[config.mk]
export PLATFORM = sky130hd
export DESIGN_NAME = accel_step_detector
export DESIGN_NICKNAME = d
export VERILOG_FILES = /design/src/rtl/asd_pkg.sv /design/src/rtl/asd_isqrt.sv /design/src/rtl/accel_step_detector.sv
export SDC_FILE = /design/constraint.sdc
export NUM_CORES = 1
export LEC_CHECK = 0
export BUFFER_PORTS_ARGS = -buffer_cell sky130_fd_sc_hd__clkbuf_2
export CORE_UTILIZATION = 55
export CTS_BUF_LIST = sky130_fd_sc_hd__clkbuf_4 sky130_fd_sc_hd__clkbuf_8
export DETAILED_ROUTE_END_ITERATION = 16
export HOLD_SLACK_MARGIN = 0.1
export PLACE_DENSITY_LB_ADDON = 0.2
export SKIP_CTS_REPAIR_TIMING = 1
export SYNTH_ARGS = -nofsm -noshare
export SYNTH_HDL_FRONTEND = slang
export SYNTH_SLANG_ARGS = --single-unit
[constraint.sdc]
create_clock -name clock -period 7.6 [get_ports clock]
set_clock_uncertainty 0.1 [all_clocks]
set_input_delay 0.76 -clock clock [delete_from_list [all_inputs] [get_ports clock]]
set_output_delay 0.76 -clock clock [all_outputs]
set_load 0.01 [all_outputs]
[src/rtl/asd_pkg.sv]
// shared types and constants of the step detector
`default_nettype none

package asd_pkg;

   localparam int AXIS_W     = 16;
   localparam int COUNT_W    = 32;
   localparam int LEVEL_W    = 16;
   localparam int SUM_W      = 32;
   localparam int SQRT_ITER  = 16;
   localparam int CSR_IDX_W  = 8;
   localparam int CSR_DATA_W = 16;
   localparam int REQ_DATA_W = 56;
   localparam int RSP_DATA_W = 128;
   localparam int RSP_USER_W = 2;

   localparam logic [CSR_IDX_W-1:0] CSR_MODE       = 8'd0;
   localparam logic [CSR_IDX_W-1:0] CSR_THRESHOLD  = 8'd1;
   localparam logic [CSR_IDX_W-1:0] CSR_REFRACTORY = 8'd2;
   localparam logic [CSR_IDX_W-1:0] CSR_TARGET     = 8'd3;

   localparam logic MODE_ACCEL = 1'b0;
   localparam logic MODE_EDGE  = 1'b1;

   localparam logic [15:0] THRESHOLD_RESET  = 16'd100;
   localparam logic [7:0]  REFRACTORY_RESET = 8'd5;
   localparam logic [15:0] TARGET_RESET     = 16'd100;

   typedef struct packed {
      logic             start;
      logic [SUM_W-1:0] operand;
   } asd_root_req_type;

   typedef struct packed {
      logic               done;
      logic [LEVEL_W-1:0] root;
   } asd_root_status_type;

endpackage

`default_nettype wire

[src/rtl/asd_isqrt.sv]
// iterative restoring integer square root, two operand bits per cycle
`default_nettype none

module asd_isqrt
   import asd_pkg::*;
(
   input  wire logic                clock,
   input  wire logic                reset,
   input  wire asd_root_req_type    root_req,
   output asd_root_status_type      root_status
);

   localparam int ROOT_W = LEVEL_W + 2;
   localparam int REM_W  = LEVEL_W + 4;
   localparam int ITER_W = $clog2(SQRT_ITER);
   localparam logic [ITER_W-1:0] LAST_ITER = ITER_W'(SQRT_ITER - 1);

   logic [SUM_W-1:0]  v_ff, v_in;
   logic [REM_W-1:0]  rem_ff, rem_in;
   logic [ROOT_W-1:0] root_ff, root_in;
   logic [ITER_W-1:0] iter_ff, iter_in;
   logic              busy_ff, busy_in;
   logic              done_ff, done_in;

   logic [ROOT_W-1:0] root_sh;
   logic [REM_W-1:0]  rem_sh;
   logic [REM_W-1:0]  rem_sub;
   logic              take;

   always_comb begin
      root_sh = {root_ff[ROOT_W-2:0], 1'b0};
      rem_sh  = {rem_ff[REM_W-3:0], v_ff[SUM_W-1 -: 2]};
      take    = REM_W'(root_sh) < rem_sh;
      rem_sub = rem_sh - REM_W'(root_sh | ROOT_W'(1));

      v_in    = v_ff;
      rem_in  = rem_ff;
      root_in = root_ff;
      iter_in = iter_ff;
      busy_in = busy_ff;
      done_in = done_ff;
      if (root_req.start) begin
         v_in    = root_req.operand;
         rem_in  = '0;
         root_in = '0;
         iter_in = '0;
         busy_in = 1'b1;
         done_in = 1'b0;
      end else if (busy_ff) begin
         v_in    = {v_ff[SUM_W-3:0], 2'b00};
         rem_in  = take ? rem_sub : rem_sh;
         root_in = take ? root_sh + ROOT_W'(2) : root_sh;
         iter_in = iter_ff + ITER_W'(1);
         if (iter_ff == LAST_ITER) begin
            busy_in = 1'b0;
            done_in = 1'b1;
         end
      end
   end

   always_ff @(posedge clock) begin
      if (reset) begin
         busy_ff <= 1'b0;
         done_ff <= 1'b0;
         iter_ff <= '0;
      end else begin
         busy_ff <= busy_in;
         done_ff <= done_in;
         iter_ff <= iter_in;
      end
   end

   always_ff @(posedge clock) begin
      v_ff    <= v_in;
      rem_ff  <= rem_in;
      root_ff <= root_in;
   end

   assign root_status.done = done_ff;
   assign root_status.root = root_ff[LEVEL_W:1];

   a_start_clears: assert property (@(posedge clock) disable iff (reset)
      root_req.start |=> busy_ff && !done_ff)
      else $error("root unit did not start");

   a_last_iter_done: assert property (@(posedge clock) disable iff (reset)
      busy_ff && iter_ff == LAST_ITER && !root_req.start |=> done_ff && !busy_ff)
      else $error("root unit did not finish after its last iteration");

   a_busy_done_excl: assert property (@(posedge clock) disable iff (reset)
      !(busy_ff && done_ff))
      else $error("root unit busy and done together");

endmodule

`default_nettype wire

[src/rtl/accel_step_detector.sv]
// step detector top level: sequencer, shared squarer, baseline and counters
//
// req channel carries one tick: three signed axis samples, the interrupt
// level (tdata) and the read success flag (tuser). rsp carries one item per
// tick with the counts and levels after that tick. csr writes one of four
// registers (mode, step threshold, refractory ticks, batch target); it is
// always ready; the user must write it only while the block is idle, and the
// block itself does not enforce this. In accelerometer mode with a good read
// an item goes from the accepting edge through the one shared squarer, the
// two-bit-per-cycle square root unit, then the baseline, step and output
// states before rsp_tvalid rises. A failed read or an edge mode tick goes
// straight to the step and output states. One item is worked on at a time;
// req_tready is high only while the sequencer is idle, so no new item is
// taken while the sequencer works on the last one. The result sits in an
// output register, so the next item is accepted while it waits; if rsp_tready
// stays low, the next result holds in the output state and blocks new items.
// Reset (synchronous, active high) clears all counts and the refractory
// counter, loads the baseline with ONE_G_LEVEL and the registers with their
// defaults, and drops rsp_tvalid.
`default_nettype none

module accel_step_detector
   import asd_pkg::*;
#(
   parameter int ACC_SHIFT      = 2,
   parameter int BASELINE_SHIFT = 4,
   parameter int ONE_G_LEVEL    = 2048
) (
   input  wire logic                  clock,
   input  wire logic                  reset,
   input  wire logic                  req_tvalid,
   output logic                       req_tready,
   // accel_x, accel_y, accel_z, int_level, zero fill
   input  wire logic [REQ_DATA_W-1:0] req_tdata,
   // read_ok
   input  wire logic                  req_tuser,
   output logic                       rsp_tvalid,
   input  wire logic                  rsp_tready,
   // batch_total, lifetime_total, magnitude, gravity_level, bus_error_total
   output logic [RSP_DATA_W-1:0]      rsp_tdata,
   // step_counted, wake_host
   output logic [RSP_USER_W-1:0]      rsp_tuser,
   input  wire logic                  csr_valid,
   output logic                       csr_ready,
   input  wire logic [CSR_IDX_W-1:0]  csr_index,
   input  wire logic [CSR_DATA_W-1:0] csr_data
);

   localparam logic [2:0] ST_IDLE   = 3'd0;
   localparam logic [2:0] ST_SQUARE = 3'd1;
   localparam logic [2:0] ST_ROOT   = 3'd2;
   localparam logic [2:0] ST_BASE   = 3'd3;
   localparam logic [2:0] ST_STEP   = 3'd4;
   localparam logic [2:0] ST_EMIT   = 3'd5;

   localparam int DIFF_W = LEVEL_W + 2;

   logic                    mode_ff;
   logic [15:0]             thr_ff;
   logic [7:0]              refr_ticks_ff;
   logic [15:0]             target_ff;

   logic [2:0]              state_ff, state_in;
   logic signed [AXIS_W-1:0] axis_ff [3];
   logic signed [AXIS_W-1:0] axis_in [3];
   logic                    read_ok_ff, read_ok_in;
   logic                    level_ff, level_in;
   logic [1:0]              cnt_ff, cnt_in;
   logic [SUM_W-1:0]        prod_ff, prod_in;
   logic [SUM_W-1:0]        sum_ff, sum_in;
   logic [LEVEL_W-1:0]      mag_ff, mag_in;
   logic [LEVEL_W-1:0]      grav_ff, grav_in;
   logic [7:0]              refr_ff, refr_in;
   logic                    prev_ff, prev_in;
   logic [COUNT_W-1:0]      batch_ff, batch_in;
   logic [COUNT_W-1:0]      life_ff, life_in;
   logic [COUNT_W-1:0]      err_ff, err_in;
   logic                    counted_ff, counted_in;
   logic                    check_ff, check_in;
   logic                    rsp_valid_ff, rsp_valid_in;
   logic [RSP_DATA_W-1:0]   rsp_data_ff, rsp_data_in;
   logic [RSP_USER_W-1:0]   rsp_user_ff, rsp_user_in;

   logic                    accept;
   logic                    rsp_load;
   logic signed [AXIS_W-1:0] axis_sel;
   logic signed [SUM_W-1:0] square;
   logic signed [DIFF_W-1:0] resid;
   logic signed [DIFF_W-1:0] adj;
   logic signed [DIFF_W-1:0] base_new;
   logic                    wake;

   asd_root_req_type        root_req;
   asd_root_status_type     root_status;

   asd_isqrt u_isqrt (
      .clock       (clock),
      .reset       (reset),
      .root_req    (root_req),
      .root_status (root_status)
   );

   assign csr_ready  = 1'b1;
   assign req_tready = (state_ff == ST_IDLE);
   assign accept     = req_tvalid && req_tready;

   always_ff @(posedge clock) begin
      if (reset) begin
         mode_ff       <= MODE_ACCEL;
         thr_ff        <= THRESHOLD_RESET;
         refr_ticks_ff <= REFRACTORY_RESET;
         target_ff     <= TARGET_RESET;
      end else if (csr_valid && csr_ready) begin
         case (csr_index)
            CSR_MODE:       mode_ff       <= csr_data[0];
            CSR_THRESHOLD:  thr_ff        <= csr_data[15:0];
            CSR_REFRACTORY: refr_ticks_ff <= csr_data[7:0];
            CSR_TARGET:     target_ff     <= csr_data[15:0];
            default: begin
            end
         endcase
      end
   end

   always_comb begin
      case (cnt_ff)
         2'd0:    axis_sel = axis_ff[0];
         2'd1:    axis_sel = axis_ff[1];
         default: axis_sel = axis_ff[2];
      endcase
      square   = SUM_W'(axis_sel) * SUM_W'(axis_sel);
      resid    = $signed({2'b00, mag_ff}) - $signed({2'b00, grav_ff});
      adj      = resid >>> BASELINE_SHIFT;
      base_new = $signed({2'b00, grav_ff}) + adj;
      wake     = check_ff && (batch_ff >= COUNT_W'(target_ff));
      rsp_load = (state_ff == ST_EMIT) && (!rsp_valid_ff || rsp_tready);
   end

   assign root_req.start   = (state_ff == ST_SQUARE) && (cnt_ff == 2'd3);
   assign root_req.operand = sum_ff + prod_ff;

   always_comb begin
      state_in    = state_ff;
      axis_in     = axis_ff;
      read_ok_in  = read_ok_ff;
      level_in    = level_ff;
      cnt_in      = cnt_ff;
      prod_in     = prod_ff;
      sum_in      = sum_ff;
      mag_in      = mag_ff;
      grav_in     = grav_ff;
      refr_in     = refr_ff;
      prev_in     = prev_ff;
      batch_in    = batch_ff;
      life_in     = life_ff;
      err_in      = err_ff;
      counted_in  = counted_ff;
      check_in    = check_ff;
      rsp_data_in = rsp_data_ff;
      rsp_user_in = rsp_user_ff;
      rsp_valid_in = rsp_valid_ff && !rsp_tready;

      case (state_ff)
         ST_IDLE: begin
            if (accept) begin
               axis_in[0] = $signed(req_tdata[15:0]) >>> ACC_SHIFT;
               axis_in[1] = $signed(req_tdata[31:16]) >>> ACC_SHIFT;
               axis_in[2] = $signed(req_tdata[47:32]) >>> ACC_SHIFT;
               level_in   = req_tdata[48];
               read_ok_in = req_tuser;
               cnt_in     = '0;
               sum_in     = '0;
               if (mode_ff == MODE_EDGE || !req_tuser) begin
                  state_in = ST_STEP;
               end else begin
                  state_in = ST_SQUARE;
               end
            end
         end
         ST_SQUARE: begin
            prod_in = unsigned'(square);
            if (cnt_ff != 2'd0) begin
               sum_in = sum_ff + prod_ff;
            end
            cnt_in = cnt_ff + 2'd1;
            if (cnt_ff == 2'd3) begin
               state_in = ST_ROOT;
            end
         end
         ST_ROOT: begin
            if (root_status.done) begin
               mag_in   = root_status.root;
               state_in = ST_BASE;
            end
         end
         ST_BASE: begin
            grav_in  = base_new[LEVEL_W-1:0];
            state_in = ST_STEP;
         end
         ST_STEP: begin
            counted_in = 1'b0;
            check_in   = 1'b1;
            if (mode_ff == MODE_EDGE) begin
               counted_in = level_ff && !prev_ff;
               prev_in    = level_ff;
            end else if (!read_ok_ff) begin
               err_in   = err_ff + COUNT_W'(1);
               check_in = 1'b0;
            end else if (refr_ff != 8'd0) begin
               refr_in  = refr_ff - 8'd1;
               check_in = 1'b0;
            end else if (resid > $signed({2'b00, thr_ff})) begin
               counted_in = 1'b1;
               refr_in    = refr_ticks_ff;
            end
            if (counted_in) begin
               batch_in = batch_ff + COUNT_W'(1);
               life_in  = life_ff + COUNT_W'(1);
            end
            state_in = ST_EMIT;
         end
         ST_EMIT: begin
            if (rsp_load) begin
               rsp_valid_in = 1'b1;
               rsp_data_in  = {err_ff, grav_ff, mag_ff, life_ff, batch_ff};
               rsp_user_in  = {wake, counted_ff};
               state_in     = ST_IDLE;
            end
         end
         default: begin
            state_in = ST_IDLE;
         end
      endcase
   end

   always_ff @(posedge clock) begin
      if (reset) begin
         state_ff     <= ST_IDLE;
         grav_ff      <= LEVEL_W'(ONE_G_LEVEL);
         mag_ff       <= '0;
         refr_ff      <= '0;
         prev_ff      <= 1'b0;
         batch_ff     <= '0;
         life_ff      <= '0;
         err_ff       <= '0;
         rsp_valid_ff <= 1'b0;
      end else begin
         state_ff     <= state_in;
         grav_ff      <= grav_in;
         mag_ff       <= mag_in;
         refr_ff      <= refr_in;
         prev_ff      <= prev_in;
         batch_ff     <= batch_in;
         life_ff      <= life_in;
         err_ff       <= err_in;
         rsp_valid_ff <= rsp_valid_in;
      end
   end

   always_ff @(posedge clock) begin
      axis_ff     <= axis_in;
      read_ok_ff  <= read_ok_in;
      level_ff    <= level_in;
      cnt_ff      <= cnt_in;
      prod_ff     <= prod_in;
      sum_ff      <= sum_in;
      counted_ff  <= counted_in;
      check_ff    <= check_in;
      rsp_data_ff <= rsp_data_in;
      rsp_user_ff <= rsp_user_in;
   end

   assign rsp_tvalid = rsp_valid_ff;
   assign rsp_tdata  = rsp_data_ff;
   assign rsp_tuser  = rsp_user_ff;

   a_accept_leaves_idle: assert property (@(posedge clock) disable iff (reset)
      accept |=> state_ff != ST_IDLE)
      else $error("item accepted but sequencer stayed idle");

   a_life_only_in_step: assert property (@(posedge clock) disable iff (reset)
      state_ff != ST_STEP |=> $stable(life_ff) && $stable(batch_ff))
      else $error("step counts changed outside the step cycle");

   a_count_increments: assert property (@(posedge clock) disable iff (reset)
      state_ff == ST_STEP && counted_in |=> batch_ff == $past(batch_ff) + COUNT_W'(1))
      else $error("counted step did not bump the batch count");

endmodule

`default_nettype wire
* Word level (Yosys, flattened, before mapping)
Cells that the tools add are included.
** Storage, ports and cells
- Register bits :: 497
- Input bits :: 86
** Cells by class
- $add $sub $neg :: 11
- Multipliers :: 1
- Order comparisons :: 3
- Eq/ne operators :: 16
- Muxes and demuxes :: 30
- Bitwise gates (word level) :: 2
- Reduce and logical (&&, ||, !) cells :: 36
** Operators by type and width (count)
- $mux 32 :: 4
- $add 32x1->32 const B :: 3
- $pmux 32 s2 :: 1
- $add 32x32->32 :: 1
- $ge 32x16->1 :: 1
- $mul 16x16->32 :: 1
- $pmux 16 s2 :: 1
- $reduce_and 2->1 :: 11
- $lt 18x20->1 :: 1
- $mux 18 :: 1
- $pmux 3 s6 :: 1
- $sub 18x18->18 :: 1
- $add 17x2->17 const B :: 1
- $gt 17x17->1 :: 1
- $mux 17 :: 1
- $sub 16x16->17 :: 1
- $add 16x13->16 :: 1
- $eq 8x2->1 const B :: 2
- $mux 8 :: 2
- $mux 3 :: 5
- $mux 1 :: 12
- $eq 8x1->1 const B :: 1
- $logic_not 8->1 :: 1
- $ne 2x1->1 const B :: 4
- other kinds (23) :: 40

* Depth between registers and ports, before layout
- Depth in word-level cells :: 8
- Depth in mapped cells :: 31

* Cells and area by module
Synthesis repeated with hierarchy kept, for this count alone.
** Unflattened totals
- Cells, all modules :: 3085
- Area total of the unflattened synthesis :: 31549.0 µm²
** Modules (own cells, without submodules)
- accel_step_detector :: times used 1, cells each 2679, area each 27338.7 µm², seq. area each 10880.4 µm²
- asd_isqrt :: times used 1, cells each 406, area each 4210.3 µm², seq. area each 1761.7 µm²

* Least setup slack after synthesis
OpenSTA, ideal clock, no wires.
- Path type :: reg2reg
- Start point :: reg cnt_ff[0]
- End point :: reg prod_ff[31], data pin
- Setup time :: 0.260 ns
- Arrival time :: 7.484 ns
- Data required time :: 7.240 ns
- Slack :: -0.244 ns
- Stages on the path, launching flop included :: 29
- Path buffers :: 3
- Clock period less this slack :: 7.844 ns
- Cells stage by stage :: edfxtp_1 -> ha_1 -> clkbuf_1 -> nor2_1 -> clkbuf_1 -> a21o_1 -> clkbuf_1 -> clkinv_1 -> nor2_1 -> fa_1 -> inv_1 -> fa_1 -> fa_1 -> fa_1 -> inv_1 -> fa_1 -> inv_1 -> fa_1 -> inv_1 -> ha_1 -> a211oi_1 -> nor2_1 -> a2111oi_2 -> o211ai_1 -> a311oi_1 -> o31ai_1 -> a221o_1 -> a21oi_1 -> xnor2_1
** Between the ends
- Longest elaborated chain between the ends :: 3
- Elaborated cells between the ends (all ways) :: 4
** Ends and longest elaborated chain
- start, declared :: RTL line accel_step_detector.sv:68 : logic [1:0] cnt_ff, cnt_in;
- start signal, assigned :: RTL line accel_step_detector.sv:264 : cnt_ff <= cnt_in;
- $eq 2x1->1 / $logic_not 2->1 (equally long branches) :: RTL line accel_step_detector.sv:126 : case (cnt_ff)
- $pmux 16 s2 * :: RTL line accel_step_detector.sv:126
- $mul 16x16->32 * :: RTL line accel_step_detector.sv:131 : square = SUM_W'(axis_sel) * SUM_W'(axis_sel);
- named net square[31] :: RTL line accel_step_detector.sv:87 : logic signed [SUM_W-1:0] square;
- end signal, assigned :: RTL line accel_step_detector.sv:265 : prod_ff <= prod_in;
- end, declared :: RTL line accel_step_detector.sv:69 : logic [SUM_W-1:0] prod_ff, prod_in;
The timed path passes the listed nets; every way through them passes the cells marked *.
A chain may end at the register's enable or synchronous reset.

* Worst setup path in the final report
- Start point :: reg cnt_ff[0]
- End point :: reg prod_ff[31], data pin
** Between the ends
- Longest elaborated chain between the ends :: 3
- Elaborated cells between the ends (all ways) :: 4
** Ends and longest elaborated chain
- $eq 2x1->1 / $logic_not 2->1 (equally long branches) :: RTL line accel_step_detector.sv:126
- $pmux 16 s2 * :: RTL line accel_step_detector.sv:126
- named net axis_sel[0] :: RTL line accel_step_detector.sv:86 : logic signed [AXIS_W-1:0] axis_sel;
- $mul 16x16->32 * :: RTL line accel_step_detector.sv:131
- named net square[31] :: RTL line accel_step_detector.sv:87
Marks and branches as above.

==> impl_metrics.toml <==
[run_status]
outcome = "complete, no violations"

[setup_path]
path_class = "reg -> reg"
critPathSlowestCell = "fa_1"
cp.required_ps = 7890
path_buf_inv = 10
worstPathMaxFanout = 10
max_stage_delay_ps = 550
critPathTopFamily = "adder cells"
r2r_start = "cnt_ff[0]"
critPathCaptureType = "flip-flop"
reg2regPathDepth = 31
r2r_slack_ps = 160
cp-start-kind = "flip-flop"
crit_arrival_ps = 7730
r2r-end = "prod_ff[31]"

[global_route]
grt.overflow.total = 0
grt_antenna_before_repair = 1
grt_pass1_vias = 22580
grt_start_max_net_pins = 123
grt_usage = 0.2415
grt_pass1_wl_mm = 112.1

[synthesis]
synth_xor_area_frac = 0.05029
synth-compound-area-share = 0.1060
synth_mux_area_frac = 0.02159
yosysWarnings = 0
synth_cells = 3085
ys_types = 80
syn_area_per_cell_um2 = 10.10
ys_ff_latch = 495
synth_top_area_share = 0.2630
synthAdderAreaFrac = 0.2244
syn_nets = 3604
synth_area_leaders = "edfxtp_1 (26%), dfxtp_1 (14%), fa_1 (13%), ha_1 (9.0%), inv_1 (5.2%)"
synth_top_family_by_area = "adder cells"
synth-edff-count = 273
synth-simple-area-share = 0.1266
synth_top_area_cell = "edfxtp_1"
synth-async-reset-ratio = 0
ys.flop_type = "edfxtp_1"
synth_area_mm2 = 0.03117
ys_seq_area_frac = 0.4055

[finish]
fill_cells = 4565
layout-drive-gt1-share = 0.1583
antenna_cells = 0
nNetsFinal = 3926
layout_common_cells = "inv_1 (430), nor2_1 (295), edfxtp_1 (273)"
final_common_cell = "inv_1"
synthToLayoutAreaGrowth_pct = 14.80
final_cell_area_mm2 = 0.03579

[hold_path]
hold_class = "in -> reg"
min_from = "req_tdata[8]"
hold-path-endpoint = "axis_ff[38]"
holdPathStages = 1

[cts]
cts_tree = "yes"
cts.sink_count = 495
cts-root-buf = "clkbuf_8"
path_clk_slew_ps = 60
clockBufferDepth = 3
htreeDepth = 3
cts-buffers-inserted = 83
insertion_delay_ps = 690

[place]
finalWeightedCongestion = 0.8956
dp_hpwl_mm = 52.49
dpl-instance-area_mm2 = 0.03370
port_buffers = 204

[drt]
drt-initial-drc-count = 1207
first_pass_iters = 5
antenna_left = 0
drc = 0
viasPerCell = 5.368
num_vias = 22660
wl_per_cell_um = 16.19
wirelength_mm = 68.36

[timing]
drv_slew = 0
clock.fmax_mhz = 134.4
setup_viol = 0
rsz0062_at_grt = "yes"
hold_viol_final = 0
tightestPinTransition_ps = 1066
fin_crit_ps = 7438
post-route-period-util = 0.9787
relSlewSlack = 0.2892

[floorplanning]
initial_utilization = 0.5615
rows = 86
die_w_um = 240.1
design.core.area_mm2 = 0.05552
io_pins = 219
die_h_um = 240.1
die_area_mm2 = 0.05764

[job]
cap_violations = 0
==> synthesized netlist by cell type (5+ instances only) <==
cell type	number
a211o_1	11
nor2b_1	12
edfxtp_1	273
nand3_1	45
xor2_1	66
a31oi_1	13
ha_1	223
or2_2	6
xnor2_1	113
a21oi_1	169
a211oi_1	33
a21o_1	66
nand4_1	36
o211ai_1	8
o21bai_1	19
o22ai_1	5
nor3b_1	7
o21a_1	23
o31ai_1	11
nor2_1	304
or4_1	6
fa_1	210
nor3_1	59
nor4_1	21
nand2_1	241
o21ai_0	109
buf_1	5
inv_1	435
clkinv_1	5
a22o_1	15
and3_1	35
clkbuf_1	84
dfxtp_1	222
nand3b_1	6
and2_1	13
or3_1	25
nand2b_1	14
mux2i_1	65
==> kinds of logic after synthesis <==
kind of cell | after synthesis
flip-flops | 495
adder cells (fa/ha/maj) | 433
XOR/XNOR | 179
AND/OR/NAND/NOR | 849
multiplexers | 67
buffers and inverters | 537
AO/OA/AOI/OAI | 524
other | 1
==> area by class of cell <==
cell class | count | area, µm² | share of cell area
clock inverter | 31 | 251.5 | 0.007027
clock buffer | 121 | 1503 | 0.04199
multi-input combinational | 2054 | 16760 | 0.4684
tap | 748 | 935.9 | 0.02615
sequential | 495 | 12640 | 0.3533
timing repair buffer | 333 | 2031 | 0.05674
inverter | 440 | 1660 | 0.04640
==> stage by stage <==
step	hold slack [ps]	TNS (ps)	setup slack, ps	std cells	utilization
6_report	173.7	0	161.8	4222	0.6445
5_1_grt	131.2	-178.3	-128.6	4222	0.6445
4_1_cts	124.9	-472.1	-206.2	4215	0.6386
3_5_place_dp	346.5	-290.9	-159.5	4063	0.6070
3_3_place_gp	332.6	-77.78	-77.78	4063	0.6070
2_1_floorplan	300.3	0	1.178	3085	-
==> metal layers <==
| metal | GRT usage | part of all wire |
|---|---|---|
| met1 | 0.3157 | 0.45 |
| met2 | 0.4126 | 0.48 |
| met3 | 0.03215 | 0.042 |
| met4 | 0.08203 | 0.028 |
| met5 | 0 | 0.00019 |
==> how the worst max path moves through the flow <==
| stage | cells past startpoint | start | slack [ps] | to |
|---|---|---|---|---|
| final | 31 | cnt_ff[0] | 160 | prod_ff[31] |
| after global routing | 30 | cnt_ff[1] | -130 | prod_ff[31] |
| after CTS | 27 | cnt_ff[0] | -210 | prod_ff[31] |
| after detailed placement | 27 | cnt_ff[0] | -160 | prod_ff[31] |
| after global placement | 25 | cnt_ff[0] | -80 | prod_ff[31] |
| after floorplan | 28 | cnt_ff[0] | 1 | prod_ff[31] |
==> state kept, by name, summed over array words and instances, names as in the netlist, 2 cells and up <==
register and count:
u_isqrt.v_ff 32, refr_ff 8, state_ff 3, u_isqrt.iter_ff 4, axis_ff 42, rsp_tuser 2, sum_ff 32, thr_ff 16
rsp_tdata 128, batch_ff 32, grav_ff 16, u_isqrt.root_ff 16, u_isqrt.rem_ff 18, prod_ff 31, target_ff 16, err_ff 32
mag_ff 16, life_ff 32, refr_ticks_ff 8, cnt_ff 2
Power is not shown: default switching activity piles up to over one toggle a cycle in this logic, so the estimate is an artifact.
